File: src/bwc_pkg.sv
// ----------------------------------------------------------------------------
// bwc_pkg: shared types and constants for the BMP window crop
// Register indexes, dimension limits and the request record that travels
// from the classifier to the output sequencer.
// ----------------------------------------------------------------------------
`timescale 1ns / 1ps
`default_nettype none

package bwc_pkg;

  localparam int unsigned MAX_DIM         = 4096;
  localparam int unsigned BYTES_PER_PIXEL = 3;
  localparam int unsigned DIM_W           = 13;
  localparam int unsigned COL_W           = 15;
  localparam int unsigned PAD_W           = 2;
  localparam int unsigned QUEUE_DEPTH     = 4;
  localparam int unsigned QPTR_W          = $clog2(QUEUE_DEPTH);
  localparam int unsigned QCNT_W          = $clog2(QUEUE_DEPTH + 1);
  localparam int unsigned CFG_IDX_W       = 3;

  typedef enum logic [CFG_IDX_W-1:0] {
    REG_SOURCE_WIDTH  = 3'd0,
    REG_SOURCE_HEIGHT = 3'd1,
    REG_WINDOW_LEFT   = 3'd2,
    REG_WINDOW_TOP    = 3'd3,
    REG_WINDOW_WIDTH  = 3'd4,
    REG_WINDOW_HEIGHT = 3'd5
  } bwc_reg_t;

  // One classified request: a window byte or a rejection, plus trailing pad
  typedef struct packed {
    logic [7:0]       data;
    logic             rejected;
    logic [PAD_W-1:0] pad;
    logic             last;
  } bwc_job_t;

  // Saturate a register value at the largest supported dimension
  function automatic logic [DIM_W-1:0] clamp_dim(input logic [DIM_W-1:0] v);
    logic [DIM_W-1:0] lim;
    lim = DIM_W'(MAX_DIM);
    return (v > lim) ? lim : v;
  endfunction

  // Zero bytes that round a row of the given pixel count up to a multiple of 4 bytes
  function automatic logic [PAD_W-1:0] row_pad(input logic [DIM_W-1:0] pixels);
    logic [COL_W-1:0] bytes;
    bytes = COL_W'(pixels) * COL_W'(BYTES_PER_PIXEL);
    return PAD_W'(2'd0 - bytes[PAD_W-1:0]);
  endfunction

endpackage

`default_nettype wire

File: src/bwc_if.sv
// ----------------------------------------------------------------------------
// bwc_if: stream channels of the BMP window crop
// Input channel carries source bytes, output channel carries cropped bytes.
// ----------------------------------------------------------------------------
`timescale 1ns / 1ps
`default_nettype none

interface bwc_in_if;
  logic       valid;
  logic       ready;
  logic [7:0] source_byte;

  modport source (output valid, output source_byte, input ready);
  modport sink (input valid, input source_byte, output ready);
endinterface

interface bwc_out_if;
  logic       valid;
  logic       ready;
  logic [7:0] out_byte;
  logic       image_end;
  logic       rejected;

  modport source (output valid, output out_byte, output image_end, output rejected,
                  input ready);
  modport sink (input valid, input out_byte, input image_end, input rejected,
                output ready);
endinterface

`default_nettype wire

File: src/bmp_rgb24_window_crop_top.sv
// A window byte is written into the request queue and then loaded into the output register.
// Throughput: one source byte per cycle while the request queue is not full;
// each window row end adds 0 to 3 zero padding bytes on the output, absorbed by
// a 4-entry request queue. Bytes outside the window are consumed with no result.
// Reset (rst_n low, synchronous) clears counters, queue and output valid, and
// loads source size 1x1 and an empty window at origin.
// ----------------------------------------------------------------------------
// bmp_rgb24_window_crop_top: crop a window out of 24-bit BMP pixel data
// Classifier front end, request queue and output sequencer.
// ----------------------------------------------------------------------------
`timescale 1ns / 1ps
`default_nettype none

module bmp_rgb24_window_crop_top (
  input  wire logic                           clk,
  input  wire logic                           rst_n,
  input  wire logic                           cfg_we,
  input  wire logic [bwc_pkg::CFG_IDX_W-1:0]  cfg_index,
  input  wire logic [bwc_pkg::DIM_W-1:0]      cfg_data,
  bwc_in_if.sink                              in_chan,
  bwc_out_if.source                           out_chan
);
  import bwc_pkg::*;

  bwc_job_t push_job, head_job;
  logic     push, pop, full, empty;

  // Classify incoming bytes
  bwc_front u_front (
    .clk       (clk),
    .rst_n     (rst_n),
    .cfg_we    (cfg_we),
    .cfg_index (cfg_index),
    .cfg_data  (cfg_data),
    .in_valid  (in_chan.valid),
    .in_byte   (in_chan.source_byte),
    .in_ready  (in_chan.ready),
    .q_full    (full),
    .q_push    (push),
    .q_job     (push_job)
  );

  // Buffer requests
  bwc_queue u_queue (
    .clk      (clk),
    .rst_n    (rst_n),
    .push     (push),
    .push_job (push_job),
    .full     (full),
    .pop      (pop),
    .head_job (head_job),
    .empty    (empty)
  );

  // Emit results
  bwc_back u_back (
    .clk           (clk),
    .rst_n         (rst_n),
    .q_empty       (empty),
    .q_head        (head_job),
    .q_pop         (pop),
    .out_valid     (out_chan.valid),
    .out_ready     (out_chan.ready),
    .out_byte      (out_chan.out_byte),
    .out_image_end (out_chan.image_end),
    .out_rejected  (out_chan.rejected)
  );

endmodule

`default_nettype wire

File: src/bwc_front.sv
// ----------------------------------------------------------------------------
// bwc_front: configuration registers, position counters and classifier
// Tracks row and byte position of each source byte and turns the bytes that
// produce output into requests for the sequencer.
// ----------------------------------------------------------------------------
`timescale 1ns / 1ps
`default_nettype none

module bwc_front (
  input  wire logic                           clk,
  input  wire logic                           rst_n,
  input  wire logic                           cfg_we,
  input  wire logic [bwc_pkg::CFG_IDX_W-1:0]  cfg_index,
  input  wire logic [bwc_pkg::DIM_W-1:0]      cfg_data,
  input  wire logic                           in_valid,
  input  wire logic [7:0]                     in_byte,
  output logic                                in_ready,
  input  wire logic                           q_full,
  output logic                                q_push,
  output bwc_pkg::bwc_job_t                   q_job
);
  import bwc_pkg::*;

  logic [DIM_W-1:0] src_w_r, src_h_r, win_x_r, win_y_r, win_w_r, win_h_r;
  logic [COL_W-1:0] col_r, col_nxt;
  logic [DIM_W-1:0] row_r, row_nxt;

  logic [DIM_W-1:0] W, H, x, y, w, h;
  logic [COL_W-1:0] row_len, lo, hi;
  logic [15:0]      col_inc, hi16, ry, ryh;
  logic [DIM_W:0]   row_inc;
  logic             win_ok, first, in_rows, in_cols, col_last, accept;

  // Write configuration registers
  always_ff @(posedge clk) begin
    if (!rst_n) begin
      src_w_r <= DIM_W'(1);
      src_h_r <= DIM_W'(1);
      win_x_r <= '0;
      win_y_r <= '0;
      win_w_r <= '0;
      win_h_r <= '0;
    end else if (cfg_we) begin
      case (bwc_reg_t'(cfg_index))
        REG_SOURCE_WIDTH:  src_w_r <= cfg_data;
        REG_SOURCE_HEIGHT: src_h_r <= cfg_data;
        REG_WINDOW_LEFT:   win_x_r <= cfg_data;
        REG_WINDOW_TOP:    win_y_r <= cfg_data;
        REG_WINDOW_WIDTH:  win_w_r <= cfg_data;
        REG_WINDOW_HEIGHT: win_h_r <= cfg_data;
        default: ;
      endcase
    end
  end

  // Derive window bounds and validity
  always_comb begin
    W       = clamp_dim(src_w_r);
    H       = clamp_dim(src_h_r);
    x       = clamp_dim(win_x_r);
    y       = clamp_dim(win_y_r);
    w       = clamp_dim(win_w_r);
    h       = clamp_dim(win_h_r);
    row_len = COL_W'(W) * COL_W'(BYTES_PER_PIXEL) + COL_W'(row_pad(W));
    lo      = COL_W'(x) * COL_W'(BYTES_PER_PIXEL);
    hi      = (COL_W'(x) + COL_W'(w)) * COL_W'(BYTES_PER_PIXEL);
    win_ok  = !(((DIM_W+1)'(x) + (DIM_W+1)'(w)) > (DIM_W+1)'(W)) &&
              !(((DIM_W+1)'(y) + (DIM_W+1)'(h)) > (DIM_W+1)'(H)) &&
              !((x >= W) && (y >= H)) &&
              !((w == x) && (y == h));
  end

  // Classify the current byte
  always_comb begin
    col_inc  = 16'(col_r) + 16'd1;
    row_inc  = (DIM_W+1)'(row_r) + (DIM_W+1)'(1);
    hi16     = 16'(hi);
    ry       = 16'(row_r) + 16'(y);
    ryh      = ry + 16'(h);
    first    = (col_r == '0) && (row_r == '0);
    in_rows  = (h != '0) && (ryh >= 16'(H)) && (ry < 16'(H));
    in_cols  = (col_r >= lo) && (col_r < hi);
    col_last = (col_inc == hi16);
    accept   = in_valid && in_ready;

    q_job.data     = win_ok ? in_byte : 8'h00;
    q_job.rejected = !win_ok;
    q_job.pad      = (win_ok && col_last) ? row_pad(w) : '0;
    q_job.last     = win_ok && col_last && ((ry + 16'd1) == 16'(H));
    q_push         = accept && (win_ok ? (in_rows && in_cols) : first);
    in_ready       = !q_full;
  end

  // Advance byte and row counters
  always_comb begin
    col_nxt = col_r;
    row_nxt = row_r;
    if (accept) begin
      if (col_inc >= 16'(row_len)) begin
        col_nxt = '0;
        row_nxt = (row_inc >= (DIM_W+1)'(H)) ? '0 : row_inc[DIM_W-1:0];
      end else begin
        col_nxt = col_inc[COL_W-1:0];
      end
    end
  end

  always_ff @(posedge clk) begin
    if (!rst_n) begin
      col_r <= '0;
      row_r <= '0;
    end else begin
      col_r <= col_nxt;
      row_r <= row_nxt;
    end
  end

endmodule

`default_nettype wire

File: src/bwc_queue.sv
// ----------------------------------------------------------------------------
// bwc_queue: request queue between classifier and sequencer
// Small show-ahead FIFO that lets each side stall on its own.
// ----------------------------------------------------------------------------
`timescale 1ns / 1ps
`default_nettype none

module bwc_queue (
  input  wire logic               clk,
  input  wire logic               rst_n,
  input  wire logic               push,
  input  wire bwc_pkg::bwc_job_t  push_job,
  output logic                    full,
  input  wire logic               pop,
  output bwc_pkg::bwc_job_t       head_job,
  output logic                    empty
);
  import bwc_pkg::*;

  bwc_job_t              mem [QUEUE_DEPTH];
  logic [QPTR_W-1:0]     wr_ptr_r, wr_ptr_nxt, rd_ptr_r, rd_ptr_nxt;
  logic [QCNT_W-1:0]     count_r, count_nxt;

  // Store pushed requests
  always_ff @(posedge clk) begin
    if (push) begin
      mem[wr_ptr_r] <= push_job;
    end
  end

  // Advance pointers and occupancy
  always_comb begin
    wr_ptr_nxt = push ? wr_ptr_r + QPTR_W'(1) : wr_ptr_r;
    rd_ptr_nxt = pop ? rd_ptr_r + QPTR_W'(1) : rd_ptr_r;
    count_nxt  = count_r + QCNT_W'(push) - QCNT_W'(pop);
  end

  always_ff @(posedge clk) begin
    if (!rst_n) begin
      wr_ptr_r <= '0;
      rd_ptr_r <= '0;
      count_r  <= '0;
    end else begin
      wr_ptr_r <= wr_ptr_nxt;
      rd_ptr_r <= rd_ptr_nxt;
      count_r  <= count_nxt;
    end
  end

  assign full     = (count_r == QCNT_W'(QUEUE_DEPTH));
  assign empty    = (count_r == '0);
  assign head_job = mem[rd_ptr_r];

endmodule

`default_nettype wire

File: src/bwc_back.sv
// ----------------------------------------------------------------------------
// bwc_back: output sequencer
// Pops requests, emits the byte and then its row padding into the output
// register, one result per cycle while the output is not stalled.
// ----------------------------------------------------------------------------
`timescale 1ns / 1ps
`default_nettype none

module bwc_back (
  input  wire logic               clk,
  input  wire logic               rst_n,
  input  wire logic               q_empty,
  input  wire bwc_pkg::bwc_job_t  q_head,
  output logic                    q_pop,
  output logic                    out_valid,
  input  wire logic               out_ready,
  output logic [7:0]              out_byte,
  output logic                    out_image_end,
  output logic                    out_rejected
);
  import bwc_pkg::*;

  logic             out_valid_r, out_valid_nxt;
  logic [7:0]       out_byte_r, out_byte_nxt;
  logic             out_end_r, out_end_nxt;
  logic             out_rej_r, out_rej_nxt;
  logic [PAD_W-1:0] pad_left_r, pad_left_nxt;
  logic             last_r, last_nxt;
  logic             can_load;

  // Load the output register from padding or from the queue head
  always_comb begin
    can_load      = !out_valid_r || out_ready;
    out_valid_nxt = out_valid_r;
    out_byte_nxt  = out_byte_r;
    out_end_nxt   = out_end_r;
    out_rej_nxt   = out_rej_r;
    pad_left_nxt  = pad_left_r;
    last_nxt      = last_r;
    q_pop         = 1'b0;
    if (can_load) begin
      if (pad_left_r != '0) begin
        out_valid_nxt = 1'b1;
        out_byte_nxt  = 8'h00;
        out_rej_nxt   = 1'b0;
        out_end_nxt   = last_r && (pad_left_r == PAD_W'(1));
        pad_left_nxt  = pad_left_r - PAD_W'(1);
      end else if (!q_empty) begin
        q_pop         = 1'b1;
        out_valid_nxt = 1'b1;
        out_byte_nxt  = q_head.data;
        out_rej_nxt   = q_head.rejected;
        out_end_nxt   = q_head.last && (q_head.pad == '0);
        pad_left_nxt  = q_head.pad;
        last_nxt      = q_head.last;
      end else begin
        out_valid_nxt = 1'b0;
      end
    end
  end

  always_ff @(posedge clk) begin
    if (!rst_n) begin
      out_valid_r <= 1'b0;
      pad_left_r  <= '0;
    end else begin
      out_valid_r <= out_valid_nxt;
      pad_left_r  <= pad_left_nxt;
    end
  end

  always_ff @(posedge clk) begin
    out_byte_r <= out_byte_nxt;
    out_end_r  <= out_end_nxt;
    out_rej_r  <= out_rej_nxt;
    last_r     <= last_nxt;
  end

  assign out_valid     = out_valid_r;
  assign out_byte      = out_byte_r;
  assign out_image_end = out_end_r;
  assign out_rejected  = out_rej_r;

`ifndef ASSERT_OFF
  // Padding only follows a byte that is still held in the output register
  a_pad_has_output: assert property (@(posedge clk) disable iff (!rst_n)
    (pad_left_r != '0) |-> out_valid_r)
    else $error("padding pending without a valid output");

  // A rejection carries a zero byte and never ends an image
  a_reject_clean: assert property (@(posedge clk) disable iff (!rst_n)
    (out_valid_r && out_rej_r) |-> ((out_byte_r == 8'h00) && !out_end_r && (pad_left_r == '0)))
    else $error("rejection result with data, end flag or padding");

  // A stalled output holds the remaining padding count
  a_pad_hold: assert property (@(posedge clk) disable iff (!rst_n)
    (out_valid_r && !out_ready) |=> $stable(pad_left_r))
    else $error("padding count moved during a stall");
`endif

endmodule

`default_nettype wire
File: src/flat_wrapper.sv
// flat-port wrapper written by rule: the top's interface ports become plain ports
module bmp_rgb24_window_crop_top_flat import bwc_pkg::*;
  (clk, rst_n, cfg_we, cfg_index, cfg_data, in_chan_valid, in_chan_source_byte, in_chan_ready, out_chan_valid, out_chan_out_byte, out_chan_image_end, out_chan_rejected, out_chan_ready);
  bwc_in_if in_chan_i ();
  bwc_out_if out_chan_i ();
  input  wire logic clk;
  input  wire logic rst_n;
  input  wire logic cfg_we;
  input  wire logic [bwc_pkg::CFG_IDX_W-1:0] cfg_index;
  input  wire logic [bwc_pkg::DIM_W-1:0] cfg_data;
  input wire logic [$bits(in_chan_i.valid)-1:0] in_chan_valid;
  input wire logic [$bits(in_chan_i.source_byte)-1:0] in_chan_source_byte;
  output wire logic [$bits(in_chan_i.ready)-1:0] in_chan_ready;
  output wire logic [$bits(out_chan_i.valid)-1:0] out_chan_valid;
  output wire logic [$bits(out_chan_i.out_byte)-1:0] out_chan_out_byte;
  output wire logic [$bits(out_chan_i.image_end)-1:0] out_chan_image_end;
  output wire logic [$bits(out_chan_i.rejected)-1:0] out_chan_rejected;
  input wire logic [$bits(out_chan_i.ready)-1:0] out_chan_ready;
  assign in_chan_i.valid = in_chan_valid;
  assign in_chan_i.source_byte = in_chan_source_byte;
  assign in_chan_ready = in_chan_i.ready;
  assign out_chan_valid = out_chan_i.valid;
  assign out_chan_out_byte = out_chan_i.out_byte;
  assign out_chan_image_end = out_chan_i.image_end;
  assign out_chan_rejected = out_chan_i.rejected;
  assign out_chan_i.ready = out_chan_ready;
  bmp_rgb24_window_crop_top u_core (.clk(clk), .rst_n(rst_n), .cfg_we(cfg_we), .cfg_index(cfg_index), .cfg_data(cfg_data), .in_chan(in_chan_i), .out_chan(out_chan_i));
endmodule
File: config.mk
export PLATFORM = sky130hd
export DESIGN_NAME = bmp_rgb24_window_crop_top_flat
export DESIGN_NICKNAME = d
export VERILOG_FILES = /design/src/bwc_pkg.sv /design/src/bwc_if.sv /design/src/bmp_rgb24_window_crop_top.sv /design/src/bwc_front.sv /design/src/bwc_queue.sv /design/src/bwc_back.sv /design/src/flat_wrapper.sv
export SDC_FILE = /design/constraint.sdc
export NUM_CORES = 1
export LEC_CHECK = 0
export BUFFER_PORTS_ARGS = -buffer_cell sky130_fd_sc_hd__buf_2
export CAP_MARGIN = 15
export CELL_PAD_IN_SITES_DETAIL_PLACEMENT = 0
export CELL_PAD_IN_SITES_GLOBAL_PLACEMENT = 1
export CORE_AREA = 2 2 158 314
export DETAILED_ROUTE_END_ITERATION = 12
export DIE_AREA = 0 0 160 316
export PLACE_DENSITY_LB_ADDON = 0.1
export SKIP_CTS_REPAIR_TIMING = 1
export SYNTH_ARGS = -nofsm -noshare
export SYNTH_HDL_FRONTEND = slang
export SYNTH_SLANG_ARGS = --single-unit
File: constraint.sdc
create_clock -name clk -period 7.75 [get_ports clk]
set_input_delay 0.775 -clock clk [delete_from_list [all_inputs] [get_ports clk]]
set_output_delay 0.775 -clock clk [all_outputs]
set_load 0.05 [all_outputs]
==> impl_metrics.py <==
metrics = {
    "pwr": {
        "power_density_nw_per_um2": 166,
        "totalPowerFinal_mw": 2.90,
        "p_leak_nw": 7.57,
        "vdd_drop_max_v": 0.000147,
    },
    "place": {
        "hpwl_um": 46300,
        "gp_congestion": 0.850,
        "numPlacedInstances": 2478,
        "numPortBuffers": 40,
    },
    "global_route": {
        "first_global_vias": 13600,
        "grt_max_degree": 88,
        "track_usage_pct": 22.1,
        "grt_pass1_wl_um": 83600,
        "antenna_found_initial": 0,
        "overflow": 0,
    },
    "sta": {
        "tightest_slew_ns": 0.953,
        "fin_crit_sh_pct": 90.4,
        "holdWs_ns": 0.467,
        "maxSlewHeadroom_pct": 34.8,
        "setup_tns_ns": 0,
        "post-route-min-period_ns": 7.00,
        "clock_skew_ns": 0.0187,
        "finalHoldViolCount": 0,
        "rsz0062_at_grt": "no",
        "fmax_ghz": 0.143,
        "finalSetupViolations": 0,
        "slew_viol_final": 0,
    },
    "synth": {
        "ys_async_sr_fraction_pct": 0,
        "netlist.area_leader.share_pct": 18.2,
        "synth.area.top_cells": "ha_1 18%, dfxtp_1 15%, edfxtp_1 11%, nand2_1 6.0%, xnor2_1 4.8%",
        "synth-xor-area-share_pct": 7.75,
        "seq_area_frac_synth_pct": 26.3,
        "synth_top_area_cell": "ha_1",
        "synth_compound_area_share_pct": 19.8,
        "ys_types": 89,
        "synth_edf_count": 59,
        "ys.flop_type": "dfxtp_1",
        "synth_fa_ha_area_share_pct": 19.2,
        "ys.warnings.count": 0,
        "syn_nets": 2085,
        "synth-simple-area-share_pct": 21.0,
        "synth_top_family_by_area": "simple AND/OR/NAND/NOR gates",
        "synth_mux_area_share_pct": 1.92,
        "syn_area_um2": 15700,
        "ys_ff_latch": 177,
        "netlist_instances": 1821,
        "avgSynthCellArea_um2": 8.64,
    },
    "critical_path": {
        "cp-end-kind": "flop",
        "startpoint_type": "flop",
        "worstSetupPathType": "reg2reg",
        "cp.arrival_ns": 7.35,
        "cp_slowest_cell": "dfxtp_1",
        "r2r-start": "u_core.u_front.row_r[1]",
        "max_stage_delay_ns": 0.62,
        "rrSetupSlack_ns": 0.75,
        "crit_required_ns": 8.10,
        "r2r.worst_path.cells": 33,
        "regToRegEndpoint": "u_core.u_queue.count_r[2]",
        "worstPathMaxFanout": 12,
    },
    "cts": {
        "clock_tree.buffer_depth": 2,
        "cts_tree": "done",
        "numCtsBuffers": 17,
        "cts-root-buf": "clkbuf_16",
        "clk_latency_ns": 0.46,
        "clkSinkCount": 177,
        "htreeDepth": 4,
        "clkTransAtPathRegs_ns": 0.08,
    },
    "detailed_routing": {
        "met2WireLength_um": 34000,
        "drt-met1-wl_um": 19100,
        "wirelength_um": 55900,
        "drc": 0,
        "vias": 13400,
        "detail-route-antenna-nets": 0,
        "highest_layer": "met4",
        "route.met3.wl_um": 766,
        "drt_iter0_drc": 554,
        "routedWlPerCell_um": 22.2,
        "firstDrtPassIters": 4,
        "routed_via_density": 5.33,
    },
    "floorplan": {
        "start_util_pct": 32.6,
        "fp.dieH_um": 316,
        "io_pins": 41,
        "die_w_um": 160,
        "die_area_um2": 50600,
        "fp-row-count": 114,
        "core-area_um2": 48200,
    },
    "cells_and_area": {
        "antenna_cells": 0,
        "stdcell_count": 2513,
        "area_growth_pct": 10.5,
        "drive_above_1_share_pct": 8.80,
        "nets": 2126,
    },
    "worst_hold_path": {
        "worstHoldPathCells": 2,
        "min_to": "u_core.u_front.win_w_r[10]",
        "min_path_type": "reg2reg",
        "holdCritStartpoint": "u_core.u_front.win_w_r[10]",
    },
    "outcome": {
        "status": "complete, no violations",
    },
    "run": {
        "drv_cap": 0,
    },
}
## worst max-delay path: cells and delay by family, from the launching register on
kind / cells / cell delay (ns)
adder cells (fa/ha/maj): 7 / 1.90
AO/OA/AOI/OAI: 9 / 1.86
AND/OR/NAND/NOR: 8 / 1.42
flip-flops: 1 / 0.62
XOR/XNOR: 4 / 0.57
buffers and inverters: 5 / 0.47
## flip-flops by register name, summed over array words and instances (netlist names), named ones only
register,cells
u_core.u_front.src_w_r,13
u_core.u_front.win_y_r,13
u_core.u_queue.rd_ptr_r,2
u_core.u_front.col_r,15
u_core.u_back.out_rejected,1
u_core.u_back.last_r,1
u_core.u_queue.mem,48
u_core.u_back.out_byte,8
u_core.u_back.out_valid,1
u_core.u_back.out_image_end,1
u_core.u_queue.wr_ptr_r,2
u_core.u_front.src_h_r,13
u_core.u_back.pad_left_r,2
u_core.u_front.row_r,13
u_core.u_front.win_w_r,13
u_core.u_queue.count_r,3
u_core.u_front.win_h_r,13
u_core.u_front.win_x_r,13
## layout by cell type (no fill, tap or decap), types with 8 or more instances in the layout
cell type  count
nand3_1       39
nor2b_1       72
buf_4         40
a21o_1        49
nor4_1        28
a211oi_1      10
or2_2          9
nand2b_1      21
dfxtp_1      118
nand4_1       22
a21boi_0      84
mux4_2        12
edfxtp_1      59
nand2_1      253
nor2_1        75
a21oi_1       81
o21a_1        21
a31oi_1        8
and4_1         8
buf_2         40
clkbuf_16     17
inv_1        100
xnor2_1       86
and2_1        50
xor2_1        44
o21bai_1      13
o211ai_1      17
nor3_1        29
o21ai_0       46
o31ai_1       14
ha_1         229
or3_1         10
and3_1        16
## power by group
| group | switching (mW) | internal [mW] |
|---|---|---|
| registers | 0.0660 | 1.09 |
| clock network | 0.441 | 0.436 |
| logic | 0.543 | 0.320 |
| total | 1.05 | 1.85 |
## how the worst max path moves through the flow
| stage | slack [ns] | depth (start not counted) | endpoint | startpoint |
|---|---|---|---|---|
| 2_1_floorplan | 1.06 | 37 | u_core.u_queue.count_r[2] | u_core.u_front.win_x_r[12] |
| 3_3_place_gp | 0.36 | 37 | u_core.u_queue.count_r[2] | u_core.u_front.win_x_r[12] |
| 3_5_place_dp | 0.29 | 39 | u_core.u_queue.count_r[2] | u_core.u_front.win_x_r[12] |
| 4_1_cts | 0.25 | 39 | u_core.u_queue.count_r[2] | u_core.u_front.win_x_r[12] |
| 5_1_grt | 0.05 | 39 | u_core.u_queue.count_r[2] | u_core.u_front.win_x_r[12] |
| 6_report | 0.75 | 33 | u_core.u_queue.count_r[2] | u_core.u_front.row_r[1] |
## metrics by stage
| stage | utilization, % | instance area (um^2) | setup slack (ns) |
|---|---|---|---|
| final | 36.1 | 17400 | 0.748 |
| after CTS | 36.0 | 17300 | 0.251 |
| after detailed placement | 34.8 | 16800 | 0.295 |
| after floorplan | - | 15700 | 1.06 |
| after global placement | 34.8 | 16800 | 0.356 |
| after global routing | 36.1 | 17400 | 0.0524 |
## cells in the mapped netlist, types with 5 or more instances
cell,number
and2_1,50
nand2b_1,21
a2111oi_0,5
o21ai_0,47
nand3_1,39
o31ai_1,14
nor3_1,29
a22o_1,7
a221oi_1,5
inv_1,100
o211ai_1,17
and3_1,16
dfxtp_1,118
nor2_1,75
xnor2_1,87
nand2_1,253
fa_1,6
a211oi_1,10
a211o_1,7
or2_2,9
mux4_2,12
nor2b_1,72
o21bai_1,13
a21boi_0,87
ha_1,229
xor2_1,44
o21a_1,21
a31oi_1,8
and4_1,8
a21o_1,49
edfxtp_1,59
or3_1,10
a21oi_1,81
clkbuf_1,48
o2111ai_1,6
nand4_1,22
nor4_1,28
## routing by layer
layer	GRT usage (%)	vias up
met5	0	-
met4	8.64	0
met3	1.97	61
met2	48.5	152
met1	20.1	6514
li1	-	6656
## kinds of logic (layout without fill, tap and decap cells)
| kind of cell | after synthesis | in the layout |
|---|---|---|
| compound gates | 436 | 436 |
| simple gates | 659 | 659 |
| mux | 15 | 15 |
| buf+inv | 161 | 215 |
| fa+ha+maj | 238 | 238 |
| xor+xnor | 135 | 135 |
| flops | 177 | 177 |
## final cells by class
cell class	instances	area, um^2
clock buffers	18	429
clock inverters	14	160
fillers	5071	30800
inverters	103	387
multi-input cells	1483	11000
flip-flops and latches	177	4130
well taps	638	798
repair buffers	80	500
Power figures use the tool's default switching activity.
